===== src/rtl/referee_frame_receiver_crc16_assert.svh =====
// Assertion macros shared by the receiver RTL.
`ifndef REFEREE_FRAME_RECEIVER_CRC16_ASSERT_SVH
`define REFEREE_FRAME_RECEIVER_CRC16_ASSERT_SVH

// A condition that must hold at every clock edge outside reset.
`define RFR_CHECK(label, cond, msg) \
   label: assert property (@(posedge clock) disable iff (reset) (cond)) else $error(msg);

// An implication checked at every clock edge outside reset.
`define RFR_IMPLIES(label, ante, cons, msg) \
   label: assert property (@(posedge clock) disable iff (reset) (ante) |-> (cons)) \
      else $error(msg);

`endif


===== src/rtl/rfr_pkg.sv =====
`timescale 1ns / 1ps
`default_nettype none
package rfr_pkg;

   localparam int MAX_FRAME_BYTES_DEF = 25;
   localparam int PAYLOAD_OFFSET      = 7;
   localparam int FRAME_OVERHEAD      = 9;
   localparam int MIN_HEADER_BYTES    = 7;
   localparam logic [7:0]  SOF_BYTE   = 8'hA5;
   localparam logic [15:0] CRC_SEED   = 16'hFFFF;
   localparam logic [15:0] CRC_POLY   = 16'h8408;

   // Lookup result: hit flag and dense command code.
   typedef struct packed {
      logic       hit;
      logic [3:0] code;
   } cmd_lookup_type;

   // Map a command id to its dense code.
   function automatic cmd_lookup_type cmd_lookup(input logic [15:0] id);
      cmd_lookup_type r;
      r.hit  = 1'b1;
      r.code = 4'd0;
      unique case (id)
         16'h0001: r.code = 4'd0;
         16'h0002: r.code = 4'd1;
         16'h0003: r.code = 4'd2;
         16'h0101: r.code = 4'd3;
         16'h0102: r.code = 4'd4;
         16'h0103: r.code = 4'd5;
         16'h0201: r.code = 4'd6;
         16'h0202: r.code = 4'd7;
         16'h0203: r.code = 4'd8;
         16'h0204: r.code = 4'd9;
         16'h0205: r.code = 4'd10;
         16'h0206: r.code = 4'd11;
         16'h0207: r.code = 4'd12;
         default:  r.hit  = 1'b0;
      endcase
      return r;
   endfunction

   // Payload size in bytes for each dense code.
   function automatic logic [4:0] payload_size(input logic [3:0] code);
      logic [4:0] s;
      unique case (code)
         4'd0:    s = 5'd3;
         4'd1:    s = 5'd1;
         4'd2:    s = 5'd2;
         4'd3:    s = 5'd4;
         4'd4:    s = 5'd4;
         4'd5:    s = 5'd3;
         4'd6:    s = 5'd15;
         4'd7:    s = 5'd14;
         4'd8:    s = 5'd16;
         4'd9:    s = 5'd1;
         4'd10:   s = 5'd3;
         4'd11:   s = 5'd1;
         4'd12:   s = 5'd6;
         default: s = 5'd1;
      endcase
      return s;
   endfunction

   // One byte of the reflected CRC-16, eight bit steps.
   function automatic logic [15:0] crc16_byte(input logic [15:0] c_in, input logic [7:0] b);
      logic [15:0] c;
      c = c_in ^ {8'h00, b};
      for (int i = 0; i < 8; i++) begin
         if (c[0]) c = (c >> 1) ^ CRC_POLY;
         else c = c >> 1;
      end
      return c;
   endfunction

endpackage
`default_nettype wire


===== src/rtl/rfr_if.sv =====
`timescale 1ns / 1ps
`default_nettype none
// Received byte channel.
interface rfr_req_if;
   logic       valid;
   logic       ready;
   logic [7:0] rx_byte;
   logic       chunk_last;
   modport source (output valid, output rx_byte, output chunk_last, input ready);
   modport sink   (input valid, input rx_byte, input chunk_last, output ready);
endinterface

// Payload byte result channel.
interface rfr_rsp_if;
   logic       valid;
   logic       ready;
   logic [3:0] cmd_code;
   logic [7:0] payload_byte;
   logic [3:0] byte_index;
   logic       last_of_frame;
   modport source (output valid, output cmd_code, output payload_byte, output byte_index,
                   output last_of_frame, input ready);
   modport sink   (input valid, input cmd_code, input payload_byte, input byte_index,
                   input last_of_frame, output ready);
endinterface
`default_nettype wire


===== src/rtl/referee_frame_receiver_crc16.sv =====
`timescale 1ns / 1ps
`default_nettype none
// Channel   Direction  Contents
// req_chan  in         rx_byte, chunk_last
// rsp_chan  out        cmd_code, payload_byte, byte_index, last_of_frame
//
// A byte passes the append and evaluate states, and once the window holds seven bytes or more
// also the command id reads; a rescan visits the window bytes one at a time.
// A complete frame then passes the CRC pass, with one window read per byte, and the check
// byte reads before the payload stage, which emits its payload bytes in turn.
// Reset is synchronous and empties the window; the memory needs no clearing.
// A stalled result channel holds the sequencer in the payload emit state.
module referee_frame_receiver_crc16 #(
   parameter int MAX_FRAME_BYTES = rfr_pkg::MAX_FRAME_BYTES_DEF
) (
   input  wire       clock,
   input  wire       reset,
   rfr_req_if.sink   req_chan,
   rfr_rsp_if.source rsp_chan
);
   `include "referee_frame_receiver_crc16_assert.svh"

   localparam int AW = $clog2(MAX_FRAME_BYTES);
   localparam int FW = $clog2(MAX_FRAME_BYTES + 1);

   localparam logic [3:0] S_IDLE   = 4'd0;
   localparam logic [3:0] S_APPEND = 4'd1;
   localparam logic [3:0] S_EVAL   = 4'd2;
   localparam logic [3:0] S_ID0    = 4'd3;
   localparam logic [3:0] S_ID1    = 4'd4;
   localparam logic [3:0] S_CRC    = 4'd5;
   localparam logic [3:0] S_CK0    = 4'd6;
   localparam logic [3:0] S_CK1    = 4'd7;
   localparam logic [3:0] S_EMIT   = 4'd8;
   localparam logic [3:0] S_DISC   = 4'd9;
   localparam logic [3:0] S_SCAN   = 4'd10;

   logic [3:0]    state_ff, state_in;
   logic [7:0]    byte_ff, byte_in;
   logic          final_ff, final_in;
   logic          pre_ff, pre_in;
   logic [AW-1:0] head_ff, head_in;
   logic [FW-1:0] fill_ff, fill_in;
   logic [FW-1:0] k_ff, k_in;
   logic [15:0]   crc_ff, crc_in;
   logic [7:0]    lo_ff, lo_in;
   logic          mlo_ff, mlo_in;
   logic [3:0]    code_ff, code_in;
   logic [4:0]    plen_ff, plen_in;
   logic [4:0]    len_ff, len_in;
   logic [3:0]    pi_ff, pi_in;
   logic          rv_ff, rv_in;
   logic [3:0]    rcode_ff, rcode_in;
   logic [7:0]    rbyte_ff, rbyte_in;
   logic [3:0]    ridx_ff, ridx_in;
   logic          rlast_ff, rlast_in;

   logic [FW-1:0] rd_idx;
   logic [7:0]    rd_data;
   logic          wr_en;
   logic          out_free;
   rfr_pkg::cmd_lookup_type lk;
   logic [4:0]    lk_plen;
   logic [5:0]    lk_len;

   // Logical window index to memory address, wrapping once around the ring.
   function automatic logic [AW-1:0] phys(input logic [AW-1:0] h, input logic [FW-1:0] i);
      logic [FW:0] s;
      s = (FW+1)'(h) + (FW+1)'(i);
      if (s >= (FW+1)'(MAX_FRAME_BYTES)) s = s - (FW+1)'(MAX_FRAME_BYTES);
      return s[AW-1:0];
   endfunction

   rfr_ram #(.WIDTH(8), .DEPTH(MAX_FRAME_BYTES)) u_window (
      .clock   (clock),
      .wr_en   (wr_en),
      .wr_addr (phys(head_ff, fill_ff)),
      .wr_data (byte_ff),
      .rd_addr (phys(head_ff, rd_idx)),
      .rd_data (rd_data)
   );

   assign req_chan.ready       = (state_ff == S_IDLE);
   assign rsp_chan.valid       = rv_ff;
   assign rsp_chan.cmd_code    = rcode_ff;
   assign rsp_chan.payload_byte = rbyte_ff;
   assign rsp_chan.byte_index  = ridx_ff;
   assign rsp_chan.last_of_frame = rlast_ff;

   assign out_free = !rv_ff || rsp_chan.ready;
   assign lk       = rfr_pkg::cmd_lookup({rd_data, lo_ff});
   assign lk_plen  = rfr_pkg::payload_size(lk.code);
   assign lk_len   = 6'(lk_plen) + 6'(rfr_pkg::FRAME_OVERHEAD);

   // Sequencer: append, header decode, CRC pass, payload emit and rescans.
   always_comb begin
      state_in = state_ff;
      byte_in  = byte_ff;
      final_in = final_ff;
      pre_in   = pre_ff;
      head_in  = head_ff;
      fill_in  = fill_ff;
      k_in     = k_ff;
      crc_in   = crc_ff;
      lo_in    = lo_ff;
      mlo_in   = mlo_ff;
      code_in  = code_ff;
      plen_in  = plen_ff;
      len_in   = len_ff;
      pi_in    = pi_ff;
      rv_in    = rv_ff && !rsp_chan.ready;
      rcode_in = rcode_ff;
      rbyte_in = rbyte_ff;
      ridx_in  = ridx_ff;
      rlast_in = rlast_ff;
      rd_idx   = '0;
      wr_en    = 1'b0;
      unique case (state_ff)
         S_IDLE: begin
            if (req_chan.valid) begin
               byte_in  = req_chan.rx_byte;
               final_in = req_chan.chunk_last;
               if (32'(fill_ff) >= MAX_FRAME_BYTES) begin
                  pre_in   = 1'b1;
                  k_in     = FW'(1);
                  state_in = S_DISC;
               end else begin
                  state_in = S_APPEND;
               end
            end
         end
         S_APPEND: begin
            if (fill_ff != '0 || byte_ff == rfr_pkg::SOF_BYTE) begin
               wr_en   = 1'b1;
               fill_in = fill_ff + FW'(1);
            end
            state_in = S_EVAL;
         end
         S_EVAL: begin
            if (fill_ff == '0) begin
               state_in = S_IDLE;
            end else if (32'(fill_ff) < rfr_pkg::MIN_HEADER_BYTES) begin
               if (final_ff) begin
                  k_in     = FW'(1);
                  state_in = S_DISC;
               end else begin
                  state_in = S_IDLE;
               end
            end else begin
               rd_idx   = FW'(5);
               state_in = S_ID0;
            end
         end
         S_ID0: begin
            lo_in    = rd_data;
            rd_idx   = FW'(6);
            state_in = S_ID1;
         end
         S_ID1: begin
            code_in = lk.code;
            plen_in = lk_plen;
            len_in  = lk_len[4:0];
            if (!lk.hit || 32'(lk_len) > MAX_FRAME_BYTES) begin
               k_in     = FW'(1);
               state_in = S_DISC;
            end else if (32'(fill_ff) < 32'(lk_len)) begin
               if (final_ff) begin
                  k_in     = FW'(1);
                  state_in = S_DISC;
               end else begin
                  state_in = S_IDLE;
               end
            end else begin
               crc_in   = rfr_pkg::CRC_SEED;
               k_in     = '0;
               rd_idx   = '0;
               state_in = S_CRC;
            end
         end
         S_CRC: begin
            crc_in = rfr_pkg::crc16_byte(crc_ff, rd_data);
            if (32'(k_ff) + 1 < 32'(len_ff) - 2) begin
               k_in   = k_ff + FW'(1);
               rd_idx = k_ff + FW'(1);
            end else begin
               rd_idx   = FW'(len_ff - 5'd2);
               state_in = S_CK0;
            end
         end
         S_CK0: begin
            mlo_in   = (rd_data == crc_ff[7:0]);
            rd_idx   = FW'(len_ff - 5'd1);
            state_in = S_CK1;
         end
         S_CK1: begin
            if (mlo_ff && rd_data == crc_ff[15:8]) begin
               pi_in    = '0;
               rd_idx   = FW'(rfr_pkg::PAYLOAD_OFFSET);
               state_in = S_EMIT;
            end else begin
               k_in     = FW'(1);
               state_in = S_DISC;
            end
         end
         S_EMIT: begin
            rd_idx = FW'(rfr_pkg::PAYLOAD_OFFSET) + FW'(pi_ff);
            if (out_free) begin
               rv_in    = 1'b1;
               rcode_in = code_ff;
               rbyte_in = rd_data;
               ridx_in  = pi_ff;
               rlast_in = (5'(pi_ff) + 5'd1 == plen_ff);
               if (5'(pi_ff) + 5'd1 == plen_ff) begin
                  k_in     = FW'(len_ff);
                  state_in = S_DISC;
               end else begin
                  pi_in  = pi_ff + 4'd1;
                  rd_idx = FW'(rfr_pkg::PAYLOAD_OFFSET) + FW'(pi_ff) + FW'(1);
               end
            end
         end
         S_DISC: begin
            if (k_ff >= fill_ff) begin
               fill_in  = '0;
               pre_in   = 1'b0;
               state_in = pre_ff ? S_APPEND : S_EVAL;
            end else begin
               rd_idx   = k_ff;
               state_in = S_SCAN;
            end
         end
         S_SCAN: begin
            if (rd_data == rfr_pkg::SOF_BYTE) begin
               head_in  = phys(head_ff, k_ff);
               fill_in  = fill_ff - k_ff;
               pre_in   = 1'b0;
               state_in = pre_ff ? S_APPEND : S_EVAL;
            end else if (k_ff + FW'(1) >= fill_ff) begin
               fill_in  = '0;
               pre_in   = 1'b0;
               state_in = pre_ff ? S_APPEND : S_EVAL;
            end else begin
               k_in   = k_ff + FW'(1);
               rd_idx = k_ff + FW'(1);
            end
         end
         default: state_in = S_IDLE;
      endcase
   end

   // Control state is cleared by reset; the data registers are not.
   always_ff @(posedge clock) begin
      if (reset) begin
         state_ff <= S_IDLE;
         final_ff <= 1'b0;
         pre_ff   <= 1'b0;
         head_ff  <= '0;
         fill_ff  <= '0;
         rv_ff    <= 1'b0;
      end else begin
         state_ff <= state_in;
         final_ff <= final_in;
         pre_ff   <= pre_in;
         head_ff  <= head_in;
         fill_ff  <= fill_in;
         rv_ff    <= rv_in;
      end
      byte_ff  <= byte_in;
      k_ff     <= k_in;
      crc_ff   <= crc_in;
      lo_ff    <= lo_in;
      mlo_ff   <= mlo_in;
      code_ff  <= code_in;
      plen_ff  <= plen_in;
      len_ff   <= len_in;
      pi_ff    <= pi_in;
      rcode_ff <= rcode_in;
      rbyte_ff <= rbyte_in;
      ridx_ff  <= ridx_in;
      rlast_ff <= rlast_in;
   end

   // The window never holds more bytes than the ring has entries.
   `RFR_CHECK(a_fill_bound, 32'(fill_ff) <= MAX_FRAME_BYTES, "window fill above capacity")
   // The ring head always addresses a real entry.
   `RFR_CHECK(a_head_bound, 32'(head_ff) < MAX_FRAME_BYTES, "window head out of range")
   // After the last byte of a chunk is fully processed the window is empty.
   `RFR_IMPLIES(a_chunk_empty, state_ff == S_IDLE && final_ff, fill_ff == '0, "chunk end left bytes")
   // Payload emission stays inside the frame payload.
   `RFR_IMPLIES(a_emit_range, state_ff == S_EMIT, 5'(pi_ff) < plen_ff, "payload index too large")
endmodule
`default_nettype wire


===== src/rtl/rfr_ram.sv =====
`timescale 1ns / 1ps
`default_nettype none
// Single write port, single registered read port memory.
module rfr_ram #(
   parameter int WIDTH = 8,
   parameter int DEPTH = 32
) (
   input  wire                       clock,
   input  wire                       wr_en,
   input  wire [$clog2(DEPTH)-1:0]   wr_addr,
   input  wire [WIDTH-1:0]           wr_data,
   input  wire [$clog2(DEPTH)-1:0]   rd_addr,
   output logic [WIDTH-1:0]          rd_data
);
   logic [WIDTH-1:0] mem [DEPTH];

   always_ff @(posedge clock) begin
      if (wr_en) mem[wr_addr] <= wr_data;
      rd_data <= mem[rd_addr];
   end
endmodule
`default_nettype wire


===== src/flat_wrapper.sv =====
// flat-port wrapper written by rule: the top's interface ports become plain ports
module referee_frame_receiver_crc16_flat 
#(
   parameter int MAX_FRAME_BYTES = rfr_pkg::MAX_FRAME_BYTES_DEF
)
  (clock, reset, req_chan_valid, req_chan_rx_byte, req_chan_chunk_last, req_chan_ready, rsp_chan_valid, rsp_chan_cmd_code, rsp_chan_payload_byte, rsp_chan_byte_index, rsp_chan_last_of_frame, rsp_chan_ready);
  rfr_req_if req_chan_i ();
  rfr_rsp_if rsp_chan_i ();
  input  wire clock;
  input  wire reset;
  input wire logic [$bits(req_chan_i.valid)-1:0] req_chan_valid;
  input wire logic [$bits(req_chan_i.rx_byte)-1:0] req_chan_rx_byte;
  input wire logic [$bits(req_chan_i.chunk_last)-1:0] req_chan_chunk_last;
  output wire logic [$bits(req_chan_i.ready)-1:0] req_chan_ready;
  output wire logic [$bits(rsp_chan_i.valid)-1:0] rsp_chan_valid;
  output wire logic [$bits(rsp_chan_i.cmd_code)-1:0] rsp_chan_cmd_code;
  output wire logic [$bits(rsp_chan_i.payload_byte)-1:0] rsp_chan_payload_byte;
  output wire logic [$bits(rsp_chan_i.byte_index)-1:0] rsp_chan_byte_index;
  output wire logic [$bits(rsp_chan_i.last_of_frame)-1:0] rsp_chan_last_of_frame;
  input wire logic [$bits(rsp_chan_i.ready)-1:0] rsp_chan_ready;
  assign req_chan_i.valid = req_chan_valid;
  assign req_chan_i.rx_byte = req_chan_rx_byte;
  assign req_chan_i.chunk_last = req_chan_chunk_last;
  assign req_chan_ready = req_chan_i.ready;
  assign rsp_chan_valid = rsp_chan_i.valid;
  assign rsp_chan_cmd_code = rsp_chan_i.cmd_code;
  assign rsp_chan_payload_byte = rsp_chan_i.payload_byte;
  assign rsp_chan_byte_index = rsp_chan_i.byte_index;
  assign rsp_chan_last_of_frame = rsp_chan_i.last_of_frame;
  assign rsp_chan_i.ready = rsp_chan_ready;
  referee_frame_receiver_crc16 #(.MAX_FRAME_BYTES(MAX_FRAME_BYTES)) u_core (.clock(clock), .reset(reset), .req_chan(req_chan_i), .rsp_chan(rsp_chan_i));
endmodule

===== config.mk =====
export PLATFORM = sky130hd
export DESIGN_NAME = referee_frame_receiver_crc16_flat
export DESIGN_NICKNAME = d
export VERILOG_FILES = /design/src/rtl/rfr_pkg.sv /design/src/rtl/rfr_if.sv /design/src/rtl/referee_frame_receiver_crc16.sv /design/src/rtl/rfr_ram.sv /design/src/flat_wrapper.sv
export VERILOG_INCLUDE_DIRS = /design/src /design/src/rtl
export SDC_FILE = /design/constraint.sdc
export NUM_CORES = 1
export LEC_CHECK = 0
export ABC_AREA = 1
export BUFFER_PORTS_ARGS = -buffer_cell sky130_fd_sc_hd__clkbuf_2
export CORE_MARGIN = 2
export CORE_UTILIZATION = 40
export DETAILED_ROUTE_END_ITERATION = 10
export HOLD_SLACK_MARGIN = 0.05
export PLACE_DENSITY_LB_ADDON = 0.1
export SLEW_MARGIN = 20
export SYNTH_ARGS = -nofsm -noshare
export SYNTH_HDL_FRONTEND = slang
export SYNTH_SLANG_ARGS = --single-unit

===== constraint.sdc =====
create_clock -name clock -period 5.3 [get_ports clock]
set_input_delay 0.53 -clock clock [delete_from_list [all_inputs] [get_ports clock]]
set_output_delay 0.53 -clock clock [all_outputs]
set_load 0.005 [all_outputs]

==> results.sh <==
export IMPL_post_dp_cell_area_mm2=0.0163
export IMPL_crit_top_cell="nand2_1"
export IMPL_slew_violations=0
export IMPL_cts_root_buffer="clkbuf_16"
export IMPL_finalHoldViolCount=0
export IMPL_grt_use_total_pct=21.5
export IMPL_fp_dieH_um=199
export IMPL_drtPass1Iterations=5
export IMPL_start_util_pct=40.6
export IMPL_die_w_um=199
export IMPL_cts_tree="yes"
export IMPL_avgViaCountPerCell=5.16
export IMPL_drcViolationCount=0
export IMPL_min_period_ps=5080
export IMPL_postCtsHoldBufs=0
export IMPL_fin_total_pwr_w=0.00619
export IMPL_fin_area_mm2=0.0179
export IMPL_synth_area_top_cells="edfxtp_1 54%, nand2_1 9.1%, nand3_1 5.2%, inv_1 5.2%, ha_1 4.3%"
export IMPL_netlist_area_mm2=0.0153
export IMPL_fill_cells=3515
export IMPL_core_area_mm2=0.0376
export IMPL_finClkSkew_ps=17.4
export IMPL_antenna_cells=0
export IMPL_ir_worst_vdd_mv=0.222
export IMPL_grt_pass1_wl_um=63900
export IMPL_dp_cells=2127
export IMPL_arrival_ps=5530
export IMPL_cts_max_level=2
export IMPL_clock_path_buffers=3
export IMPL_synth_seq_cells=298
export IMPL_tightest_slew_ps=1050
export IMPL_grt_pass1_vias=10687
export IMPL_grt_overflow=0
export IMPL_tns_ps=0
export IMPL_cpMaxStageDelayCell="fa_2"
export IMPL_portBuffers=31
export IMPL_cts_sinks=298
export IMPL_use_met1_pct=33.2
export IMPL_gp_congestion=0.917
export IMPL_final_util_pct=47.6
export IMPL_final_setup_viol_count=0
export IMPL_layoutNonFillerInstCount=2213
export IMPL_min_from="req_chan_rx_byte[5]"
export IMPL_r2r_cells=31
export IMPL_startpoint_type="flip-flop"
export IMPL_p_leak_nw=7.12
export IMPL_area_growth_pct=17.2
export IMPL_numCtsBuffers=35
export IMPL_critPathMaxFanout=28
export IMPL_syn_area_per_cell_um2=9.68
export IMPL_num_io_pins=32
export IMPL_grtUsageMet2_pct=30.7
export IMPL_maxCapViolations=0
export IMPL_fp_row_count=71
export IMPL_synth_nets=1646
export IMPL_ys_seq_area_share_pct=57.0
export IMPL_async_flop_share_pct=0
export IMPL_wire_per_inst_um=19.1
export IMPL_required_ps=5750
export IMPL_detail_route_iter0_violations=879
export IMPL_cpPeakStageDelay_ps=570
export IMPL_drive_above_1_share_pct=13.1
export IMPL_synth_top_cell_by_area="edfxtp_1"
export IMPL_dp_hpwl_um=28300
export IMPL_yosys_warnings=0
export IMPL_max_freq_mhz=197
export IMPL_slew_headroom_pct=30.0
export IMPL_die_area_mm2=0.0397
export IMPL_grt_max_degree=58
export IMPL_fin_crit_sh_pct=95.9
export IMPL_holdPathEnd="u_core.byte_ff[5]$_DFFE_PP_"
export IMPL_vias=11426
export IMPL_p_per_area_mw_per_mm2=346
export IMPL_end_kind="flip-flop"
export IMPL_synth_cell_types=51
export IMPL_critPathKind="reg2reg"
export IMPL_clock_latency_ps=560
export IMPL_fin_nets=1745
export IMPL_status="complete, no violations"
export IMPL_hold_path_class="in2reg"
export IMPL_synthFlopType="edfxtp_1"
export IMPL_cts_clk_slew_worst_paths_ps=60
export IMPL_r2r_setup_slack_ps=220
export IMPL_synth_edf_count=273
export IMPL_grtUsageMet3_pct=4.42
export IMPL_rr_startpoint="u_core.len_ff[2]$_DFFE_PP_"
export IMPL_wl_um=42300
export IMPL_synth_top_area_share_pct=53.7
export IMPL_detail_route_antenna_nets=0
export IMPL_hold_depth=1
export IMPL_reg2reg_to="u_core.u_window.rd_data[4]$_DFF_P_"
export IMPL_antenna_found_initial=0
export IMPL_syn_inst=1576
export IMPL_grt_busiest_layer="met1"
Yosys cell counts (13+ instances only):
| cell | count |
|---|---|
| o21ai_0 | 26 |
| edfxtp_1 | 273 |
| or2_2 | 14 |
| nand3_1 | 159 |
| xor2_1 | 21 |
| inv_1 | 212 |
| xnor2_1 | 17 |
| clkbuf_1 | 13 |
| nand2_1 | 371 |
| ha_1 | 53 |
| a21oi_1 | 50 |
| dfxtp_1 | 25 |
| buf_2 | 26 |
| o211ai_1 | 80 |
| nor2_1 | 121 |
worst max-delay path, delay by kind of cell, from the launching register on:
family	cells	cell delay (ps)
adders and majority gates	5	1460
DFF	1	430
buffers and inverters	6	620
and+or+nand+nor	12	1080
xor gates and xnor gates	1	140
AOI/OAI and AO/OA	7	1250
cell families (layout without fill, tap and decap cells):
| kind of cell | after synthesis | after routing | share of synthesized area (%) |
|---|---|---|---|
| fa+ha+maj | 57 | 57 | 4.87 |
| simple gates | 710 | 710 | 19.8 |
| xor+xnor | 41 | 41 | 2.50 |
| compound gates | 207 | 207 | 9.01 |
| buf+inv | 263 | 389 | 6.83 |
| flops | 298 | 298 | 57.0 |
final cells by class:
class,instances,area [µm²],share of cell area [%]
multi-input cells,1015,5690,31.8
well taps,511,639,3.58
flip-flops and latches,298,8700,48.7
clock inverters,14,151,0.847
repair buffers,106,918,5.14
inverters,219,822,4.60
clock buffers,50,952,5.33
flip-flops by register name (all words and copies together), names as in the netlist, 5 cells and up:
signal / flops
u_core.rsp_chan.payload_byte: 8
u_core.crc_ff: 16
u_core.plen_ff: 5
u_core.len_ff: 5
u_core.byte_ff: 8
u_core.u_window.rd_data: 8
u_core.fill_ff: 5
u_core.lo_ff: 8
u_core.head_ff: 5
u_core.u_window.mem: 200
u_core.k_ff: 5
through the flow:
step,setup WS (ps),hold slack [ps]
2_1_floorplan,719,400
3_3_place_gp,90.1,401
3_5_place_dp,1.69,407
4_1_cts,44.8,118
5_1_grt,-37.7,118
6_report,217,142
what timing repair did:
action	CTS	global route
cloned	0	3
setup buffers	1	18
pin swaps	1	21
resized for setup	1	50
setup endpoints to repair	1	8
cell usage in the layout, fill, tap and decap left out, types with 5 or more instances in the layout:
cell type / count
o21ai_1: 11
nor2_1: 119
buf_4: 57
o211ai_1: 80
nor3_1: 10
edfxtp_1: 273
nand4_1: 10
nand2_2: 9
a21oi_2: 5
a21oi_1: 47
clkinv_1: 8
xor2_1: 19
nand3_1: 155
clkbuf_16: 38
clkbuf_2: 31
ha_1: 48
dfxtp_1: 25
inv_2: 10
or2_2: 14
nand2_1: 368
o22ai_1: 6
xnor2_1: 15
nor4_1: 7
inv_1: 208
o21ai_0: 24
buf_6: 6
clkbuf_1: 13
how the worst max path moves through the flow:
| stage | startpoint | end | slack, ps | depth (start not counted) |
|---|---|---|---|---|
| floorplan | u_core.k_ff[0]$_DFFE_PP_ | u_core.u_window.rd_data[0]$_DFF_P_ | 720 | 31 |
| global placement | u_core.k_ff[1]$_DFFE_PP_ | u_core.u_window.rd_data[7]$_DFF_P_ | 90 | 26 |
| detailed placement | u_core.len_ff[2]$_DFFE_PP_ | u_core.u_window.rd_data[5]$_DFF_P_ | 2 | 29 |
| CTS | u_core.len_ff[2]$_DFFE_PP_ | u_core.u_window.rd_data[7]$_DFF_P_ | 40 | 32 |
| global route | u_core.pi_ff[0]$_SDFFCE_PN0P_ | u_core.u_window.rd_data[2]$_DFF_P_ | -40 | 27 |
| finish | u_core.len_ff[2]$_DFFE_PP_ | u_core.u_window.rd_data[4]$_DFF_P_ | 220 | 31 |
layer usage:
layer | up-vias | part of all wire (%)
met3 | 53 | 6.2
met4 | 0 | 1.7
met5 | - | 0
met1 | 5503 | 50
li1 | 5587 | -
met2 | 283 | 43
report_power, final:
part           total (W)  internal, W  switching (W)
registers        0.00277      0.00268      0.0000880
logic            0.00108     0.000371       0.000710
clock network    0.00234      0.00136       0.000982
(Power assumes the default switching activity.)
